`src/design/stt_pkg.sv`:
```
`default_nettype none

package stt_pkg;

  // Table geometry
  localparam int MAX_STOPS = 32;
  localparam int CNT_W     = $clog2(MAX_STOPS + 1);

  // Field widths
  localparam int KIND_W   = 2;
  localparam int INPOS_W  = 16;
  localparam int POS_W    = 15;
  localparam int TYPE_W   = 3;
  localparam int LEAD_W   = 3;
  localparam int SLOT_W   = 5;
  localparam int STAT_W   = 3;
  localparam int OCOUNT_W = 6;

  typedef enum logic [KIND_W-1:0] {
    KIND_SET   = 2'd0,
    KIND_CLEAR = 2'd1,
    KIND_READ  = 2'd2,
    KIND_NONE  = 2'd3
  } kind_t;

  typedef enum logic [STAT_W-1:0] {
    ST_INSERTED   = 3'd0,
    ST_REPLACED   = 3'd1,
    ST_REMOVED    = 3'd2,
    ST_NOT_FOUND  = 3'd3,
    ST_IGNORED    = 3'd4,
    ST_FULL       = 3'd5,
    ST_READ_OK    = 3'd6,
    ST_READ_EMPTY = 3'd7
  } status_t;

  typedef enum logic {
    S_IDLE = 1'b0,
    S_EXEC = 1'b1
  } state_t;

  // Commands from the controller to the datapath
  typedef struct packed {
    logic load;    // capture the incoming operation
    logic commit;  // update the table and the result register
  } cmd_t;

endpackage

`default_nettype wire

```
`src/design/stt_if.sv`:
```
`default_nettype none

interface stt_in_if;
  logic        valid;
  logic        ready;
  logic [1:0]  kind;
  logic signed [15:0] position;
  logic [2:0]  tab_type;
  logic [2:0]  tab_leader;
  logic [4:0]  slot;

  modport source (output valid, kind, position, tab_type, tab_leader, slot, input ready);
  modport sink   (input valid, kind, position, tab_type, tab_leader, slot, output ready);
endinterface

interface stt_out_if;
  logic        valid;
  logic        ready;
  logic [2:0]  status;
  logic [5:0]  stop_count;
  logic [14:0] read_position;
  logic [2:0]  read_type;
  logic [2:0]  read_leader;

  modport source (output valid, status, stop_count, read_position, read_type, read_leader,
                  input ready);
  modport sink   (input valid, status, stop_count, read_position, read_type, read_leader,
                  output ready);
endinterface

`default_nettype wire

```
`src/design/stt_ctrl.sv`:
```
`default_nettype none

module stt_ctrl (
  input  wire logic        clk,
  input  wire logic        rst_n,
  input  wire logic        in_valid,
  output logic             in_ready,
  output logic             out_valid,
  input  wire logic        out_ready,
  output stt_pkg::cmd_t    cmd
);
  import stt_pkg::*;

  state_t state_r, state_nxt;
  logic   out_valid_r, out_valid_nxt;

  // Next state and commands
  always_comb begin
    state_nxt     = state_r;
    out_valid_nxt = out_valid_r;
    cmd           = '0;
    in_ready      = 1'b0;
    if (out_valid_r && out_ready) begin
      out_valid_nxt = 1'b0;
    end
    case (state_r)
      S_IDLE: begin
        in_ready = 1'b1;
        if (in_valid) begin
          cmd.load  = 1'b1;
          state_nxt = S_EXEC;
        end
      end
      S_EXEC: begin
        // commit only once the result register is free
        if (!out_valid_r || out_ready) begin
          cmd.commit    = 1'b1;
          out_valid_nxt = 1'b1;
          state_nxt     = S_IDLE;
        end
      end
      default: begin
        state_nxt = S_IDLE;
      end
    endcase
  end

  // State register
  always_ff @(posedge clk) begin
    if (!rst_n) begin
      state_r     <= S_IDLE;
      out_valid_r <= 1'b0;
    end else begin
      state_r     <= state_nxt;
      out_valid_r <= out_valid_nxt;
    end
  end

  assign out_valid = out_valid_r;

  a_load_to_exec: assert property (@(posedge clk) disable iff (!rst_n)
    cmd.load |=> (state_r == S_EXEC) && !in_ready)
    else $error("load did not move to execute");

  a_commit_sets_valid: assert property (@(posedge clk) disable iff (!rst_n)
    cmd.commit |=> out_valid_r)
    else $error("commit did not raise the result valid");

  a_no_overwrite: assert property (@(posedge clk) disable iff (!rst_n)
    cmd.commit |-> (!out_valid_r || out_ready))
    else $error("commit over an untaken result");

endmodule

`default_nettype wire

```
`src/design/stt_datapath.sv`:
```
`default_nettype none

module stt_datapath (
  input  wire logic                         clk,
  input  wire logic                         rst_n,
  input  wire stt_pkg::cmd_t                cmd,
  input  wire logic [stt_pkg::KIND_W-1:0]   in_kind,
  input  wire logic [stt_pkg::INPOS_W-1:0]  in_position,
  input  wire logic [stt_pkg::TYPE_W-1:0]   in_tab_type,
  input  wire logic [stt_pkg::LEAD_W-1:0]   in_tab_leader,
  input  wire logic [stt_pkg::SLOT_W-1:0]   in_slot,
  output logic [stt_pkg::STAT_W-1:0]        out_status,
  output logic [stt_pkg::OCOUNT_W-1:0]      out_stop_count,
  output logic [stt_pkg::POS_W-1:0]         out_read_position,
  output logic [stt_pkg::TYPE_W-1:0]        out_read_type,
  output logic [stt_pkg::LEAD_W-1:0]        out_read_leader
);
  import stt_pkg::*;

  // Captured operation
  kind_t                op_kind_r;
  logic [INPOS_W-1:0]   op_pos_r;
  logic [TYPE_W-1:0]    op_type_r;
  logic [LEAD_W-1:0]    op_lead_r;
  logic [SLOT_W-1:0]    op_slot_r;

  // Table cells
  logic [POS_W-1:0]  pos_r  [MAX_STOPS];
  logic [TYPE_W-1:0] typ_r  [MAX_STOPS];
  logic [LEAD_W-1:0] lead_r [MAX_STOPS];
  logic [POS_W-1:0]  pos_nxt  [MAX_STOPS];
  logic [TYPE_W-1:0] typ_nxt  [MAX_STOPS];
  logic [LEAD_W-1:0] lead_nxt [MAX_STOPS];
  logic [CNT_W-1:0]  count_r, count_nxt;

  // Result register
  status_t            res_status_r, res_status_nxt;
  logic [POS_W-1:0]   res_pos_r, res_pos_nxt;
  logic [TYPE_W-1:0]  res_type_r, res_type_nxt;
  logic [LEAD_W-1:0]  res_lead_r, res_lead_nxt;

  // Per-cell compare results
  logic [MAX_STOPS-1:0] valid_c, match_c, gt_c, lt_c;
  logic                 any_match, positive, is_full;
  logic [POS_W-1:0]     p15;

  // Capture the operation on input transfer
  always_ff @(posedge clk) begin
    if (cmd.load) begin
      op_kind_r <= kind_t'(in_kind);
      op_pos_r  <= in_position;
      op_type_r <= in_tab_type;
      op_lead_r <= in_tab_leader;
      op_slot_r <= in_slot;
    end
  end

  // Compare the operation position against every cell in parallel
  always_comb begin
    p15      = op_pos_r[POS_W-1:0];
    positive = !op_pos_r[INPOS_W-1] && (op_pos_r != '0);
    is_full  = (int'(count_r) >= MAX_STOPS);
    for (int i = 0; i < MAX_STOPS; i++) begin
      valid_c[i] = (i < int'(count_r));
      match_c[i] = valid_c[i] && (pos_r[i] == p15);
      gt_c[i]    = valid_c[i] && (pos_r[i] > p15);
      lt_c[i]    = valid_c[i] && (pos_r[i] < p15);
    end
    any_match = |match_c;
  end

  // Compute the table update and the result
  always_comb begin
    for (int i = 0; i < MAX_STOPS; i++) begin
      pos_nxt[i]  = pos_r[i];
      typ_nxt[i]  = typ_r[i];
      lead_nxt[i] = lead_r[i];
    end
    count_nxt      = count_r;
    res_status_nxt = ST_IGNORED;
    res_pos_nxt    = '0;
    res_type_nxt   = '0;
    res_lead_nxt   = '0;

    case (op_kind_r)
      KIND_SET: begin
        if (!positive) begin
          res_status_nxt = ST_IGNORED;
        end else if (any_match) begin
          // same position keeps its place: overwrite type and leader
          for (int i = 0; i < MAX_STOPS; i++) begin
            if (match_c[i]) begin
              typ_nxt[i]  = op_type_r;
              lead_nxt[i] = op_lead_r;
            end
          end
          res_status_nxt = ST_REPLACED;
        end else if (is_full) begin
          res_status_nxt = ST_FULL;
        end else begin
          // shift larger stops up one cell and drop the new stop into the gap
          for (int i = 0; i < MAX_STOPS; i++) begin
            if (i > 0 && gt_c[i-1]) begin
              pos_nxt[i]  = pos_r[i-1];
              typ_nxt[i]  = typ_r[i-1];
              lead_nxt[i] = lead_r[i-1];
            end else if ((i == 0 || lt_c[i-1]) && !lt_c[i]) begin
              pos_nxt[i]  = p15;
              typ_nxt[i]  = op_type_r;
              lead_nxt[i] = op_lead_r;
            end
          end
          count_nxt      = count_r + CNT_W'(1);
          res_status_nxt = ST_INSERTED;
        end
      end
      KIND_CLEAR: begin
        if (positive && any_match) begin
          // cells at or above the match pull from the next cell; top gets zero
          for (int i = 0; i < MAX_STOPS; i++) begin
            if (!valid_c[i] || pos_r[i] >= p15) begin
              if (i + 1 < MAX_STOPS) begin
                pos_nxt[i]  = pos_r[i+1];
                typ_nxt[i]  = typ_r[i+1];
                lead_nxt[i] = lead_r[i+1];
              end else begin
                pos_nxt[i]  = '0;
                typ_nxt[i]  = '0;
                lead_nxt[i] = '0;
              end
            end
          end
          count_nxt      = count_r - CNT_W'(1);
          res_status_nxt = ST_REMOVED;
        end else begin
          res_status_nxt = ST_NOT_FOUND;
        end
      end
      KIND_READ: begin
        res_status_nxt = ST_READ_EMPTY;
        for (int i = 0; i < MAX_STOPS; i++) begin
          if (valid_c[i] && (int'(op_slot_r) == i)) begin
            res_status_nxt = ST_READ_OK;
            res_pos_nxt    = pos_r[i];
            res_type_nxt   = typ_r[i];
            res_lead_nxt   = lead_r[i];
          end
        end
      end
      default: begin
        res_status_nxt = ST_IGNORED;
      end
    endcase
  end

  // Hold the table and the count; clear them on reset
  always_ff @(posedge clk) begin
    if (!rst_n) begin
      count_r <= '0;
      for (int i = 0; i < MAX_STOPS; i++) begin
        pos_r[i]  <= '0;
        typ_r[i]  <= '0;
        lead_r[i] <= '0;
      end
    end else if (cmd.commit) begin
      count_r <= count_nxt;
      for (int i = 0; i < MAX_STOPS; i++) begin
        pos_r[i]  <= pos_nxt[i];
        typ_r[i]  <= typ_nxt[i];
        lead_r[i] <= lead_nxt[i];
      end
    end
  end

  // Load the result register
  always_ff @(posedge clk) begin
    if (cmd.commit) begin
      res_status_r <= res_status_nxt;
      res_pos_r    <= res_pos_nxt;
      res_type_r   <= res_type_nxt;
      res_lead_r   <= res_lead_nxt;
    end
  end

  assign out_status        = res_status_r;
  assign out_stop_count    = OCOUNT_W'(count_r);
  assign out_read_position = res_pos_r;
  assign out_read_type     = res_type_r;
  assign out_read_leader   = res_lead_r;

  a_count_bound: assert property (@(posedge clk) disable iff (!rst_n)
    int'(count_r) <= MAX_STOPS)
    else $error("stop count beyond table size");

  a_insert_grows: assert property (@(posedge clk) disable iff (!rst_n)
    (cmd.commit && res_status_nxt == ST_INSERTED) |=>
      count_r == $past(count_r) + CNT_W'(1))
    else $error("insert did not grow the count");

  a_remove_shrinks: assert property (@(posedge clk) disable iff (!rst_n)
    (cmd.commit && res_status_nxt == ST_REMOVED) |=>
      count_r == $past(count_r) - CNT_W'(1))
    else $error("remove did not shrink the count");

  a_match_unique: assert property (@(posedge clk) disable iff (!rst_n)
    $onehot0(match_c))
    else $error("position held in more than one cell");

endmodule

`default_nettype wire

```
`src/design/sorted_tab_stop_table_top.sv`:
```
// Each operation is captured on its input transfer, then executes: all 32 cells compare and
// shift in parallel, and the commit loads the table and the result register and raises the
// result valid. A stalled result holds execute; no new operation is taken during execute.
// The next operation is taken while an earlier result still waits.
// Reset (synchronous, rst_n low) empties the table and zeroes every cell at once.
`default_nettype none

module sorted_tab_stop_table_top (
  input  wire logic clk,
  input  wire logic rst_n,
  stt_in_if.sink    in_chan,
  stt_out_if.source out_chan
);
  import stt_pkg::*;

  cmd_t cmd;

  stt_ctrl u_ctrl (
    .clk       (clk),
    .rst_n     (rst_n),
    .in_valid  (in_chan.valid),
    .in_ready  (in_chan.ready),
    .out_valid (out_chan.valid),
    .out_ready (out_chan.ready),
    .cmd       (cmd)
  );

  stt_datapath u_datapath (
    .clk               (clk),
    .rst_n             (rst_n),
    .cmd               (cmd),
    .in_kind           (in_chan.kind),
    .in_position       (in_chan.position),
    .in_tab_type       (in_chan.tab_type),
    .in_tab_leader     (in_chan.tab_leader),
    .in_slot           (in_chan.slot),
    .out_status        (out_chan.status),
    .out_stop_count    (out_chan.stop_count),
    .out_read_position (out_chan.read_position),
    .out_read_type     (out_chan.read_type),
    .out_read_leader   (out_chan.read_leader)
  );

endmodule

`default_nettype wire

```
`src/flat_wrapper.sv`:
```
// flat-port wrapper written by rule: the top's interface ports become plain ports
module sorted_tab_stop_table_top_flat import stt_pkg::*;
  (clk, rst_n, in_chan_valid, in_chan_kind, in_chan_position, in_chan_tab_type, in_chan_tab_leader, in_chan_slot, in_chan_ready, out_chan_valid, out_chan_status, out_chan_stop_count, out_chan_read_position, out_chan_read_type, out_chan_read_leader, out_chan_ready);
  stt_in_if in_chan_i ();
  stt_out_if out_chan_i ();
  input  wire logic clk;
  input  wire logic rst_n;
  input wire logic [$bits(in_chan_i.valid)-1:0] in_chan_valid;
  input wire logic [$bits(in_chan_i.kind)-1:0] in_chan_kind;
  input wire logic [$bits(in_chan_i.position)-1:0] in_chan_position;
  input wire logic [$bits(in_chan_i.tab_type)-1:0] in_chan_tab_type;
  input wire logic [$bits(in_chan_i.tab_leader)-1:0] in_chan_tab_leader;
  input wire logic [$bits(in_chan_i.slot)-1:0] in_chan_slot;
  output wire logic [$bits(in_chan_i.ready)-1:0] in_chan_ready;
  output wire logic [$bits(out_chan_i.valid)-1:0] out_chan_valid;
  output wire logic [$bits(out_chan_i.status)-1:0] out_chan_status;
  output wire logic [$bits(out_chan_i.stop_count)-1:0] out_chan_stop_count;
  output wire logic [$bits(out_chan_i.read_position)-1:0] out_chan_read_position;
  output wire logic [$bits(out_chan_i.read_type)-1:0] out_chan_read_type;
  output wire logic [$bits(out_chan_i.read_leader)-1:0] out_chan_read_leader;
  input wire logic [$bits(out_chan_i.ready)-1:0] out_chan_ready;
  assign in_chan_i.valid = in_chan_valid;
  assign in_chan_i.kind = in_chan_kind;
  assign in_chan_i.position = in_chan_position;
  assign in_chan_i.tab_type = in_chan_tab_type;
  assign in_chan_i.tab_leader = in_chan_tab_leader;
  assign in_chan_i.slot = in_chan_slot;
  assign in_chan_ready = in_chan_i.ready;
  assign out_chan_valid = out_chan_i.valid;
  assign out_chan_status = out_chan_i.status;
  assign out_chan_stop_count = out_chan_i.stop_count;
  assign out_chan_read_position = out_chan_i.read_position;
  assign out_chan_read_type = out_chan_i.read_type;
  assign out_chan_read_leader = out_chan_i.read_leader;
  assign out_chan_i.ready = out_chan_ready;
  sorted_tab_stop_table_top u_core (.clk(clk), .rst_n(rst_n), .in_chan(in_chan_i), .out_chan(out_chan_i));
endmodule
```
`config.mk`:
```
export PLATFORM = sky130hd
export DESIGN_NAME = sorted_tab_stop_table_top_flat
export DESIGN_NICKNAME = d
export VERILOG_FILES = /design/src/design/stt_pkg.sv /design/src/design/stt_if.sv /design/src/design/stt_ctrl.sv /design/src/design/stt_datapath.sv /design/src/design/sorted_tab_stop_table_top.sv /design/src/flat_wrapper.sv
export SDC_FILE = /design/constraint.sdc
export NUM_CORES = 2
export LEC_CHECK = 0
export BUFFER_PORTS_ARGS = -buffer_cell sky130_fd_sc_hd__buf_2
export CORE_AREA = 4 4 360 362
export CTS_CLUSTER_SIZE = 20
export DETAILED_ROUTE_END_ITERATION = 10
export DIE_AREA = 0 0 364 366
export PLACE_DENSITY = 0.68
export SLEW_MARGIN = 20
export SYNTH_ARGS = -nofsm -noshare
export SYNTH_HDL_FRONTEND = slang
export SYNTH_SLANG_ARGS = --single-unit
```
`constraint.sdc`:
```
create_clock -name clk -period 15.2 [get_ports clk]
set_input_delay 2.28 -clock clk [delete_from_list [all_inputs] [get_ports clk]]
set_output_delay 2.28 -clock clk [all_outputs]
set_load 0.05 [all_outputs]
```
==> impl_results.md <==
* Clock Power Share at 0.391
* Core Area at 0.127 mm²
* Post-synthesis adder-cell area fraction at 0.108
* Top-area cell type share of the netlist area at 0.384
* Synth-to-layout area growth at 9.38%
* Most instantiated cells after synthesis: 894 x nand2_1, 725 x edfxtp_1, 498 x o21ai_0
* Fin. max-slew vios at 0
* Die Height at 366 µm
* Filler cells at 12.1k
* Worst Path Max Fanout at 60
* Clock root cell: clkbuf_16
* # DRC at 0
* Worst Tran Pin Value at 1.22 ns
* Initial DRC count at 9236
* Synthesized cell area at 0.0566 mm²
* RSZ-0062 raised after global routing: false
* Synth top area cells: edfxtp_1 38%, ha_1 11%, nand2_1 5.9%
* Clk Latency, worst-skew pair at 0.77 ns
* Wire length per cell at 34.5 µm
* Achievable frequency at 132 MHz
* Detailed placement HPWL at 193000 µm
* P per Cell Area at 95.0 mW/mm²
* Routed WL at 273000 µm
* Hold buffers post-CTS at 0
* Final hold vios at 0
* Status: complete, no violations
* Antenna violations before repair at 22
* CTS Sinks at 733
* Yosys warnings at 0
* Layout cells sized above 1 at 0.0857
* Combinational power share at 0.159
* Post-Synth XOR/XNOR Area at 0.000155
* Largest net degree at the start of global routing at 255
* Routed Antenna Nets at 0
* Mux share of post-synthesis cell area at 0.0455
* Pint at 0.00403 W
* Final Util at 0.489
* 1st-pass router iterations at 9
* Die Wd at 364 µm
* Max clock buf depth at 3
* Sequential area share after synthesis at 0.387
* CTS tree: done
* H-tree depth at 3
* Area of the multi-input gates at 0.0328 mm²
* CP Data Required Time at 15.56 ns
* # Post-CTS Setup Buffers at 0
* Main combinational cell family by area after synthesis: compound AO/OA/AOI/OAI gates
* Avg Synthesized Cell Area at 8.93 µm²
* Global-route wire length before repair at 387000 µm
* Dpl ws at 7.86 ns
* FFs w/ async S/R, synth at 0
* Pleak at 23.9 nW
* Cell with the most instances after synthesis: nand2_1
* Worst Setup Start Kind: flop
* FP Rows at 131
* Setup violators final at 0
* Grt ovf at 0
* Kind of critical path: flop to flop
* Crit end category: flop
* Via Count at 58.1k
* Die area at 0.133 mm²
* Seq. cell area at 0.0219 mm²
* Vias in the first global route at 53.9k
* Post-Syn Instances at 6344
* Sw Pwr at 0.00186 W
* Compound-Gate Fraction of Synth Area at 0.226
* Vias/cell at 7.35
* Clock slew at reported path FFs at 0.06 ns
* Total track usage at 0.394
* Slew headroom at 0.166
* Max_cap viols at 0
* Count of different cell masters after synthesis at 89
* Layout Nets at 6681
* Number of synthesized flops with an enable pin at 725
* Final Cycle Share at 0.500
* Min Tclk post-route at 7.59 ns
* Final Wtd Congestion at 1.02
* Clock Skews at 0.0499 ns
* Worst setup margin at 7.61 ns
* IO Port Bufs at 64
* Total power at 0.00588 W
* Flops & latches, synth at 733
* Ys flop type: edfxtp_1
* TritonCTS buffer count at 91
* Setup_tns at 0 ns
* Starting Density at 0.447
* I/O pin total at 65
* WP data arrival at 7.95 ns
* Worst ir drop on vdd at 0.0858 mV
* Seq pwr share at 0.450
* Post-Synth Simple-Gate Area at 0.191
* Net Sw Frac at 0.316
* Syn nets at 6865
* Worst Hold Class: flop to flop
* PostCTS Resize Cnt at 0
* Dominant cell type by area after synthesis: edfxtp_1
metrics by stage:
stage	hold slack (ns)	cell area [µm²]	instances
floorplan	0.537	56600	6344
global placement	0.562	58800	7726
detailed placement	0.592	58800	7728
CTS	0.602	61800	7894
global route	0.619	61900	7895
finish	0.606	62000	7904
critical path, stage by stage (launching register included):
cell      delay (ns)
edfxtp_1        0.36
buf_4           0.32
inv_2           0.42
buf_4           0.49
ha_1            0.35
nand4_1         0.19
nor4_1          0.11
buf_4           0.17
o21ai_0         0.55
nand4_1         0.23
or4_1           0.54
nor3_4          0.41
buf_4           0.59
buf_4           0.67
buf_4           0.66
o21ai_1         0.15
a311oi_1        0.86
sequential cells by signal (all words and copies together), names as in the netlist, 5 cells and up:
register,cells
u_core.u_datapath.pos_r,480
u_core.u_datapath.lead_r,96
u_core.u_datapath.typ_r,96
u_core.u_datapath.op_pos_r,16
u_core.u_datapath.out_read_position,15
u_core.u_datapath.out_stop_count,6
u_core.u_datapath.op_slot_r,5
per-layer routing:
layer / share of wire / routed length [µm] / GRT usage / up-vias
li1: - / - / - / 24196
met1: 0.36 / 97800 / 0.494 / 28064
met2: 0.43 / 116000 / 0.584 / 4695
met3: 0.13 / 35000 / 0.114 / 1105
met4: 0.087 / 23700 / 0.268 / 4
met5: 0.000092 / 25 / 0 / -
layout make-up:
class | count | area share
Antenna cell | 9 | 0.000363
Timing Repair Buffer | 259 | 0.0298
Tap cell | 1662 | 0.0336
Multi-Input combinational cell | 4992 | 0.529
Clock inverter | 56 | 0.00957
Inverter | 83 | 0.00515
Clock buffer | 110 | 0.0389
Sequential cell | 733 | 0.354
path summary, 6_finish.rpt:
check | start | endpoint | slack (ns) | depth (start not counted)
setup / recovery | u_core.u_datapath.op_pos_r[14]$_DFFE_PP_ | u_core.u_datapath.typ_r[1][5]$_SDFFCE_PN0P_ | 7.61 | 16
hold / removal | u_core.u_datapath.out_stop_count[0]$_SDFFE_PN0P_ | u_core.u_datapath.out_stop_count[0]$_SDFFE_PN0P_ | 0.61 | 2
setup reg to reg | u_core.u_datapath.op_pos_r[14]$_DFFE_PP_ | u_core.u_datapath.typ_r[1][5]$_SDFFCE_PN0P_ | 7.61 | 16
hold reg to reg | u_core.u_datapath.out_stop_count[0]$_SDFFE_PN0P_ | u_core.u_datapath.out_stop_count[0]$_SDFFE_PN0P_ | 0.61 | 2
layout by cell type (no fill, tap or decap), types with 68 or more instances in the layout:
| cell type | n |
|---|---|
| nand2_1 | 891 |
| edfxtp_1 | 725 |
| o21ai_0 | 496 |
| nor2_1 | 494 |
| ha_1 | 487 |
| a21oi_1 | 330 |
| mux2i_1 | 255 |
| nor3_1 | 207 |
| buf_4 | 190 |
| nand3_1 | 156 |
| a311oi_1 | 147 |
| nand4_1 | 133 |
| nor4_1 | 125 |
| o22ai_1 | 120 |
| a21o_1 | 106 |
| a211oi_1 | 103 |
| clkbuf_16 | 93 |
| a31oi_1 | 91 |
| o211ai_1 | 70 |
| inv_1 | 68 |
cells by family after synthesis:
kind of cell / count (synthesis)
multiplexers: 257
XOR/XNOR: 1
AND/OR/NAND/NOR: 2327
buffers and inverters: 619
adder cells (fa/ha/maj): 488
AO/OA/AOI/OAI: 1919
flip-flops: 733
power groups by stage:
stage | sequential [W] | clock (W) | combinational, W
2_1_floorplan | 0.00256 | 0 | 0.000588
3_3_place_gp | 0.00267 | 0 | 0.000874
3_5_place_dp | 0.00267 | 0 | 0.000896
4_1_cts | 0.00263 | 0.00231 | 0.000901
5_1_grt | 0.00264 | 0.00239 | 0.00101
6_report | 0.00265 | 0.00230 | 0.000936
Note: power is estimated with default switching activity, not from simulation.
